$ cat config.mk
export PLATFORM = sky130hd
export DESIGN_NAME = alo_ctrl
export DESIGN_NICKNAME = d
export VERILOG_FILES = /design/src/hdl/alo_pkg.sv /design/src/hdl/alo_ctrl.sv
export SDC_FILE = /design/constraint.sdc
export NUM_CORES = 1
export LEC_CHECK = 0
export ABC_AREA = 1
export CORE_UTILIZATION = 45
export CTS_CLUSTER_DIAMETER = 200
export CTS_CLUSTER_SIZE = 14
export DETAILED_ROUTE_END_ITERATION = 16
export DONT_BUFFER_PORTS = 1
export GPL_ROUTABILITY_DRIVEN = 1
export MAX_ROUTING_LAYER = met4
export PLACE_DENSITY = 0.58
export SKIP_LAST_GASP = 1
export SYNTH_ARGS = -nofsm -noshare
export SYNTH_HDL_FRONTEND = slang
export SYNTH_SLANG_ARGS = --single-unit
$ cat constraint.sdc
create_clock -name clk -period 3.2 [get_ports clk]
set_clock_uncertainty 0.1 [all_clocks]
set_input_delay 0.48 -clock clk [delete_from_list [all_inputs] [get_ports clk]]
set_output_delay 0.48 -clock clk [all_outputs]
set_load 0.02 [all_outputs]
$ cat src/hdl/alo_pkg.sv
// Shared types and constants of the stereo loop recorder.
// Used by alo_ctrl, alo_lane and audio_looper_overdub_top; depends on nothing.
package alo_pkg;

    // Loop modes
    localparam logic [1:0] MODE_IDLE = 2'd0;
    localparam logic [1:0] MODE_REC  = 2'd1;
    localparam logic [1:0] MODE_PLAY = 2'd2;
    localparam logic [1:0] MODE_DUB  = 2'd3;

    // Configuration register indexes
    localparam int CFG_IDX_W = 2;
    localparam logic [CFG_IDX_W-1:0] CFG_SPEED      = 2'd0;
    localparam logic [CFG_IDX_W-1:0] CFG_OUT_GAIN   = 2'd1;
    localparam logic [CFG_IDX_W-1:0] CFG_REC_ENABLE = 2'd2;

    // Register widths and reset values
    localparam int SPEED_W = 17;
    localparam int GAIN_W  = 16;
    localparam int CFG_DATA_W = 17;
    localparam logic [SPEED_W-1:0] SPEED_RESET = 17'd65536;
    localparam logic [GAIN_W-1:0]  GAIN_RESET  = 16'd32768;

    // Fraction bits of the play position
    localparam int FRAC_W = 16;

    // Per-step controls from the sequencer to each channel lane
    typedef struct packed {
        logic              rd_en;
        logic              wr_en;
        logic              wr_avg;
        logic              ld_in;
        logic              ld_a;
        logic              ld_mul;
        logic              ld_sum;
        logic              ld_gain;
        logic [FRAC_W-1:0] frac;
    } lane_ctl_t;

    // Status from the sequencer to the output stage
    typedef struct packed {
        logic       fin;
        logic       play;
        logic [1:0] mode;
    } ctrl_stat_t;

endpackage

$ cat src/hdl/alo_ctrl.sv
// Sequencer of the loop recorder: mode, record count, play position and the
// per-step lane controls. Depends on alo_pkg.
module alo_ctrl #(
    parameter int LOOP_DEPTH = 524288
) (
    input  logic                           clk,
    input  logic                           rst_n,
    input  logic                           in_valid,
    output logic                           in_ready,
    input  logic                           in_op,
    input  logic                           out_free,
    input  logic [alo_pkg::SPEED_W-1:0]    speed,
    input  logic                           rec_enable,
    output alo_pkg::lane_ctl_t             lane_ctl,
    output logic [$clog2(LOOP_DEPTH)-1:0]  addr,
    output alo_pkg::ctrl_stat_t            stat
);

    localparam int ADDR_W = $clog2(LOOP_DEPTH);
    localparam int CNT_W  = $clog2(LOOP_DEPTH + 1);
    localparam int FW     = alo_pkg::FRAC_W;
    localparam int POS_W  = CNT_W + FW;

    localparam logic [2:0] ST_IDLE = 3'd0;
    localparam logic [2:0] ST_RD_A = 3'd1;
    localparam logic [2:0] ST_RD_B = 3'd2;
    localparam logic [2:0] ST_MUL  = 3'd3;
    localparam logic [2:0] ST_SUM  = 3'd4;
    localparam logic [2:0] ST_GAIN = 3'd5;
    localparam logic [2:0] ST_FIN  = 3'd6;

    logic [2:0]       state_reg, state_next;
    logic [1:0]       mode_reg, mode_next;
    logic [CNT_W-1:0] rec_count_reg, rec_count_next;
    logic [CNT_W-1:0] loop_len_reg, loop_len_next;
    logic [POS_W-1:0] pos_reg, pos_next;
    logic [POS_W:0]   sum_reg, sum_next;
    logic             play_reg, play_next;
    logic             dub_reg, dub_next;

    logic             accept;
    logic             playing;
    logic             rec_write;
    logic [CNT_W-1:0] i_int;
    logic [CNT_W-1:0] i_inc;
    logic [CNT_W-1:0] j_int;
    logic [POS_W:0]   span;
    logic [POS_W:0]   wrapped;

    assign in_ready = (state_reg == ST_IDLE);
    assign accept   = in_ready && in_valid;
    assign playing  = ((mode_reg == alo_pkg::MODE_PLAY) || (mode_reg == alo_pkg::MODE_DUB))
                      && (loop_len_reg != '0);
    assign rec_write = accept && !in_op && rec_enable && (mode_reg == alo_pkg::MODE_REC)
                       && (rec_count_reg < CNT_W'(LOOP_DEPTH));

    // Read indexes; the position stays below the loop span while speed <= span
    assign i_int   = pos_reg[POS_W-1:FW];
    assign i_inc   = i_int + CNT_W'(1);
    assign j_int   = (i_inc == loop_len_reg) ? '0 : i_inc;
    assign span    = {1'b0, loop_len_reg, {FW{1'b0}}};
    assign wrapped = (sum_reg >= span) ? (sum_reg - span) : sum_reg;

    // Step the sequence and the loop state
    always_comb
    begin
        state_next     = state_reg;
        mode_next      = mode_reg;
        rec_count_next = rec_count_reg;
        loop_len_next  = loop_len_reg;
        pos_next       = pos_reg;
        sum_next       = sum_reg;
        play_next      = play_reg;
        dub_next       = dub_reg;
        lane_ctl       = '0;
        lane_ctl.frac  = pos_reg[FW-1:0];
        addr           = rec_count_reg[ADDR_W-1:0];
        case (state_reg)
            ST_IDLE:
            begin
                if (accept)
                begin
                    state_next = ST_FIN;
                    play_next  = 1'b0;
                    dub_next   = 1'b0;
                    if (in_op)
                    begin
                        case (mode_reg)
                            alo_pkg::MODE_IDLE:
                            begin
                                rec_count_next = '0;
                                mode_next      = alo_pkg::MODE_REC;
                            end
                            alo_pkg::MODE_REC:
                            begin
                                loop_len_next = rec_count_reg;
                                pos_next      = '0;
                                mode_next     = alo_pkg::MODE_PLAY;
                            end
                            alo_pkg::MODE_PLAY:
                            begin
                                mode_next = alo_pkg::MODE_DUB;
                            end
                            default:
                            begin
                                mode_next = alo_pkg::MODE_PLAY;
                            end
                        endcase
                    end
                    else
                    begin
                        lane_ctl.ld_in = 1'b1;
                        if (playing)
                        begin
                            state_next = ST_RD_A;
                            play_next  = 1'b1;
                            dub_next   = rec_enable && (mode_reg == alo_pkg::MODE_DUB);
                        end
                        if (rec_write)
                        begin
                            lane_ctl.wr_en = 1'b1;
                            rec_count_next = rec_count_reg + CNT_W'(1);
                        end
                    end
                end
            end
            ST_RD_A:
            begin
                lane_ctl.rd_en = 1'b1;
                addr           = i_int[ADDR_W-1:0];
                sum_next       = {1'b0, pos_reg} + (POS_W+1)'(speed);
                state_next     = ST_RD_B;
            end
            ST_RD_B:
            begin
                lane_ctl.rd_en = 1'b1;
                lane_ctl.ld_a  = 1'b1;
                addr           = j_int[ADDR_W-1:0];
                sum_next       = wrapped;
                state_next     = ST_MUL;
            end
            ST_MUL:
            begin
                lane_ctl.ld_mul = 1'b1;
                pos_next        = wrapped[POS_W-1:0];
                state_next      = ST_SUM;
            end
            ST_SUM:
            begin
                // fetch the entry at the advanced position for overdub
                lane_ctl.ld_sum = 1'b1;
                lane_ctl.rd_en  = dub_reg;
                addr            = pos_reg[FW+ADDR_W-1:FW];
                state_next      = ST_GAIN;
            end
            ST_GAIN:
            begin
                lane_ctl.ld_gain = 1'b1;
                lane_ctl.wr_en   = dub_reg;
                lane_ctl.wr_avg  = 1'b1;
                addr             = pos_reg[FW+ADDR_W-1:FW];
                state_next       = ST_FIN;
            end
            ST_FIN:
            begin
                if (out_free)
                begin
                    state_next = ST_IDLE;
                end
            end
            default:
            begin
                state_next = ST_IDLE;
            end
        endcase
    end

    always_ff @(posedge clk or negedge rst_n)
    begin
        if (!rst_n)
        begin
            state_reg     <= ST_IDLE;
            mode_reg      <= alo_pkg::MODE_IDLE;
            rec_count_reg <= '0;
            loop_len_reg  <= '0;
            pos_reg       <= '0;
            play_reg      <= 1'b0;
            dub_reg       <= 1'b0;
        end
        else
        begin
            state_reg     <= state_next;
            mode_reg      <= mode_next;
            rec_count_reg <= rec_count_next;
            loop_len_reg  <= loop_len_next;
            pos_reg       <= pos_next;
            play_reg      <= play_next;
            dub_reg       <= dub_next;
        end
    end

    // Position sum is pure datapath
    always_ff @(posedge clk)
    begin
        sum_reg <= sum_next;
    end

    assign stat.fin  = (state_reg == ST_FIN) && out_free;
    assign stat.play = play_reg;
    assign stat.mode = mode_reg;

endmodule
==> summary.txt <==
Status -> complete, no violations
Top-area cell type share of the netlist area -> 0.2192
First-pass GRT wire length -> 49780 um
Starting density of the core -> 0.4639
Post-synth EDFFs -> 37
Least-Margin Pin Slew -> 0.7342 ns
Vias in the first global route -> 8797
Sink Count -> 120
TritonCTS buffer count -> 17
Layout fillers -> 2151
Initial antenna violation count -> 0
Antenna-violating nets left -> 0
RSZ-0062 raised after global routing -> true
Mean Syn Cell Area -> 6.803 sq um
Row count -> 52
Crit path capture type -> primary output
Root Driver -> clkbuf_16
Diodes inserted -> 0
Fmax -> 323.4 MHz
Nets -> 1471
Clock latency on the worst-skew pair -> 0.43 ns
LEAKAGE -> 5.125 nW
Total gr overflow -> 0
Die X -> 147.1 um
Cells after Synth -> 1393
R2r setup slk -> 0.30 ns
Max transition margin -> 0.5093
Layout cell share with drive strength beyond 1 -> 0.1141
Final hold violations -> 0
First drt pass iteration count -> 5
Worst-path fanout max -> 11
DR vias -> 9300
Seq/Total Area, Yosys -> 0.3364
I/O Pins -> 71
Via density -> 5.503
CP Data Arrival Time -> 2.51 ns
Asr flop ratio synth -> 0.6917
H-tree depth -> 4
Synth area leaders -> dfrtp_1 (22%), nand2_1 (17%), edfxtp_1 (12%)
Die Height -> 147.1 um
Setup TNS -> 0 ns
CTS tree -> built
Top FF cell, synth -> dfrtp_1
Initial DRC Count -> 859
Pins Over Slew Limit -> 0
Post-route DRC -> 0
VDD IR max -> 0.5369 mV
Seq cells post-synth -> 120
Hold Path Stages -> 1
Global-route usage over all layers -> 0.3105
Synth Cell Area -> 0.009477 sq mm
Synthesis-to-layout area growth -> 12.48%
Max FFs per register -> 37
Routed len/inst -> 18.68 um
Final period util -> 0.9664
PwrDens -> 958.6 mW/mm^2
IO Port Bufs -> 0
WS Path Type -> flop to primary output
HPWL after DPL -> 24860 um
Final WL -> 31570 um
Area leader, netlist -> dfrtp_1
Crit path time final -> 3.093 ns
Post-synthesis cell type count -> 47
Worst r2r path cells -> 15
Routability cong. -> 1.036
Final setup viols -> 0
Max Buffers Root-to-Sink -> 2
Die footprint -> 0.02164 sq mm
Maximum capacitance violations -> 0
Core ar. -> 0.02043 sq mm
Worst Path Required -> 2.62 ns
HP Class -> input pin to flop
Clk slew on worst S/H paths -> 0.06 ns
Largest net degree at the start of global routing -> 84
Post-layout util -> 0.5217
Startpoint types -> flop
Ys Warns -> 0
Post-synth net total -> 1457
-- final cells by class --
class / instances / area (sq um) / area share
clock buffers: 19 / 432.9 / 0.04061
flip-flops and latches: 120 / 3204 / 0.3006
inverters: 173 / 649.4 / 0.06092
repair buffers: 46 / 421.7 / 0.03956
multi-input cells: 1049 / 5515 / 0.5174
clock inverters: 13 / 97.59 / 0.009156
well taps: 270 / 337.8 / 0.03169
-- per-layer routing --
metal	up-vias	GRT usage	wire length, um
met1	4325	0.4388	14890
met2	330	0.4611	13880
met3	31	0.05404	2351
met4	0	0.07320	450
met5	-	-	0
li1	4614	-	-
-- report_power, final --
part	internal (mW)	switching, mW	leakage (nW)
clock network	0.996	0.799	0.255
logic	1.75	3.70	3.62
registers	2.28	0.688	1.25
total	5.03	5.19	5.12
-- synthesized netlist by cell type, drive strengths merged, types with 2 or more instances --
| library cell | count |
|---|---|
| a21o | 6 |
| nand4 | 30 |
| o22ai | 17 |
| xnor2 | 10 |
| clkbuf | 21 |
| a22o | 15 |
| inv | 169 |
| and2 | 2 |
| o21bai | 3 |
| o21ai | 81 |
| nand3 | 140 |
| o31ai | 5 |
| nand3b | 7 |
| fa | 2 |
| edfxtp | 37 |
| ha | 39 |
| xor2 | 21 |
| a21boi | 2 |
| buf | 30 |
| a31oi | 4 |
| clkinv | 4 |
| o21a | 4 |
| a21oi | 59 |
| nor4 | 9 |
| nor2 | 131 |
| nand2 | 432 |
| dfrtp | 83 |
| nor3 | 24 |
-- metrics by stage --
stage | total power, mW | area (sq um) | instances | hold WS [ns] | setup slack [ns]
after floorplan | 6.665 | 9477 | 1393 | 0.08441 | 0.2814
after global placement | 8.041 | 9852 | 1647 | 0.08669 | 0.08428
after detailed placement | 8.065 | 9852 | 1647 | 0.08622 | 0.1313
after CTS | 9.949 | 10480 | 1683 | 0.02988 | 0.008932
after global routing | 10.99 | 10660 | 1690 | 0.03022 | -0.04878
final | 10.22 | 10660 | 1690 | 0.04058 | 0.1074
-- placed cells by master (no fill, tap or decap), drive strengths merged, types with 3 or more instances in the layout --
cell type,count
o21a,4
nand2,432
a31oi,4
a21oi,59
edfxtp,37
nor4,9
xnor2,10
a21o,6
ha,39
o21bai,3
nand3b,7
buf,45
inv,175
dfrtp,83
nand4,30
xor2,21
nor3,24
clkbuf,19
nor2,131
o22ai,17
o31ai,5
nand3,140
clkinv,8
clkinvlp,3
a22o,15
o21ai,81
-- final timing paths --
check                           startpoint                 to
min in group asynchronous            rst_n         pos_reg[6]
setup / recovery               pos_reg[24]            addr[5]
max in group asynchronous            rst_n        pos_reg[27]
hold reg to reg                sum_reg[15]        pos_reg[15]
hold / removal                       in_op  rec_count_reg[16]
setup reg to reg           loop_len_reg[2]        sum_reg[34]
-- critical path: stages (launching register included) --
cell and delay, ns:
dfrtp_2 0.44, nand2_1 0.19, nor2_4 0.22, nand2_2 0.12, nand2_1 0.10, nand2_1 0.07, nand2_1 0.06, nand2_1 0.04
nor2_1 0.12, nand2_1 0.08, nor2_2 0.12, nand4_4 0.14, buf_12 0.17, nand2_1 0.10, nand2_2 0.11
-- repair_timing --
item                                    in CTS  in global routing
hold buffers                                 2                  0
pin swaps                                    1                  5
resized for setup                           10                 45
endpoints found under the setup margin      19                 19
endpoints found under the hold margin       83                  0
setup buffers                                2                  7
-- kinds of logic after synthesis --
logic type      Yosys count  synth area share
flops                   120            0.3364
fa+ha+maj                41           0.05572
buf+inv                 224           0.09836
xor+xnor                 31           0.02944
compound gates          199            0.1204
simple gates            778            0.3597
Power figures use the tool's default switching activity.
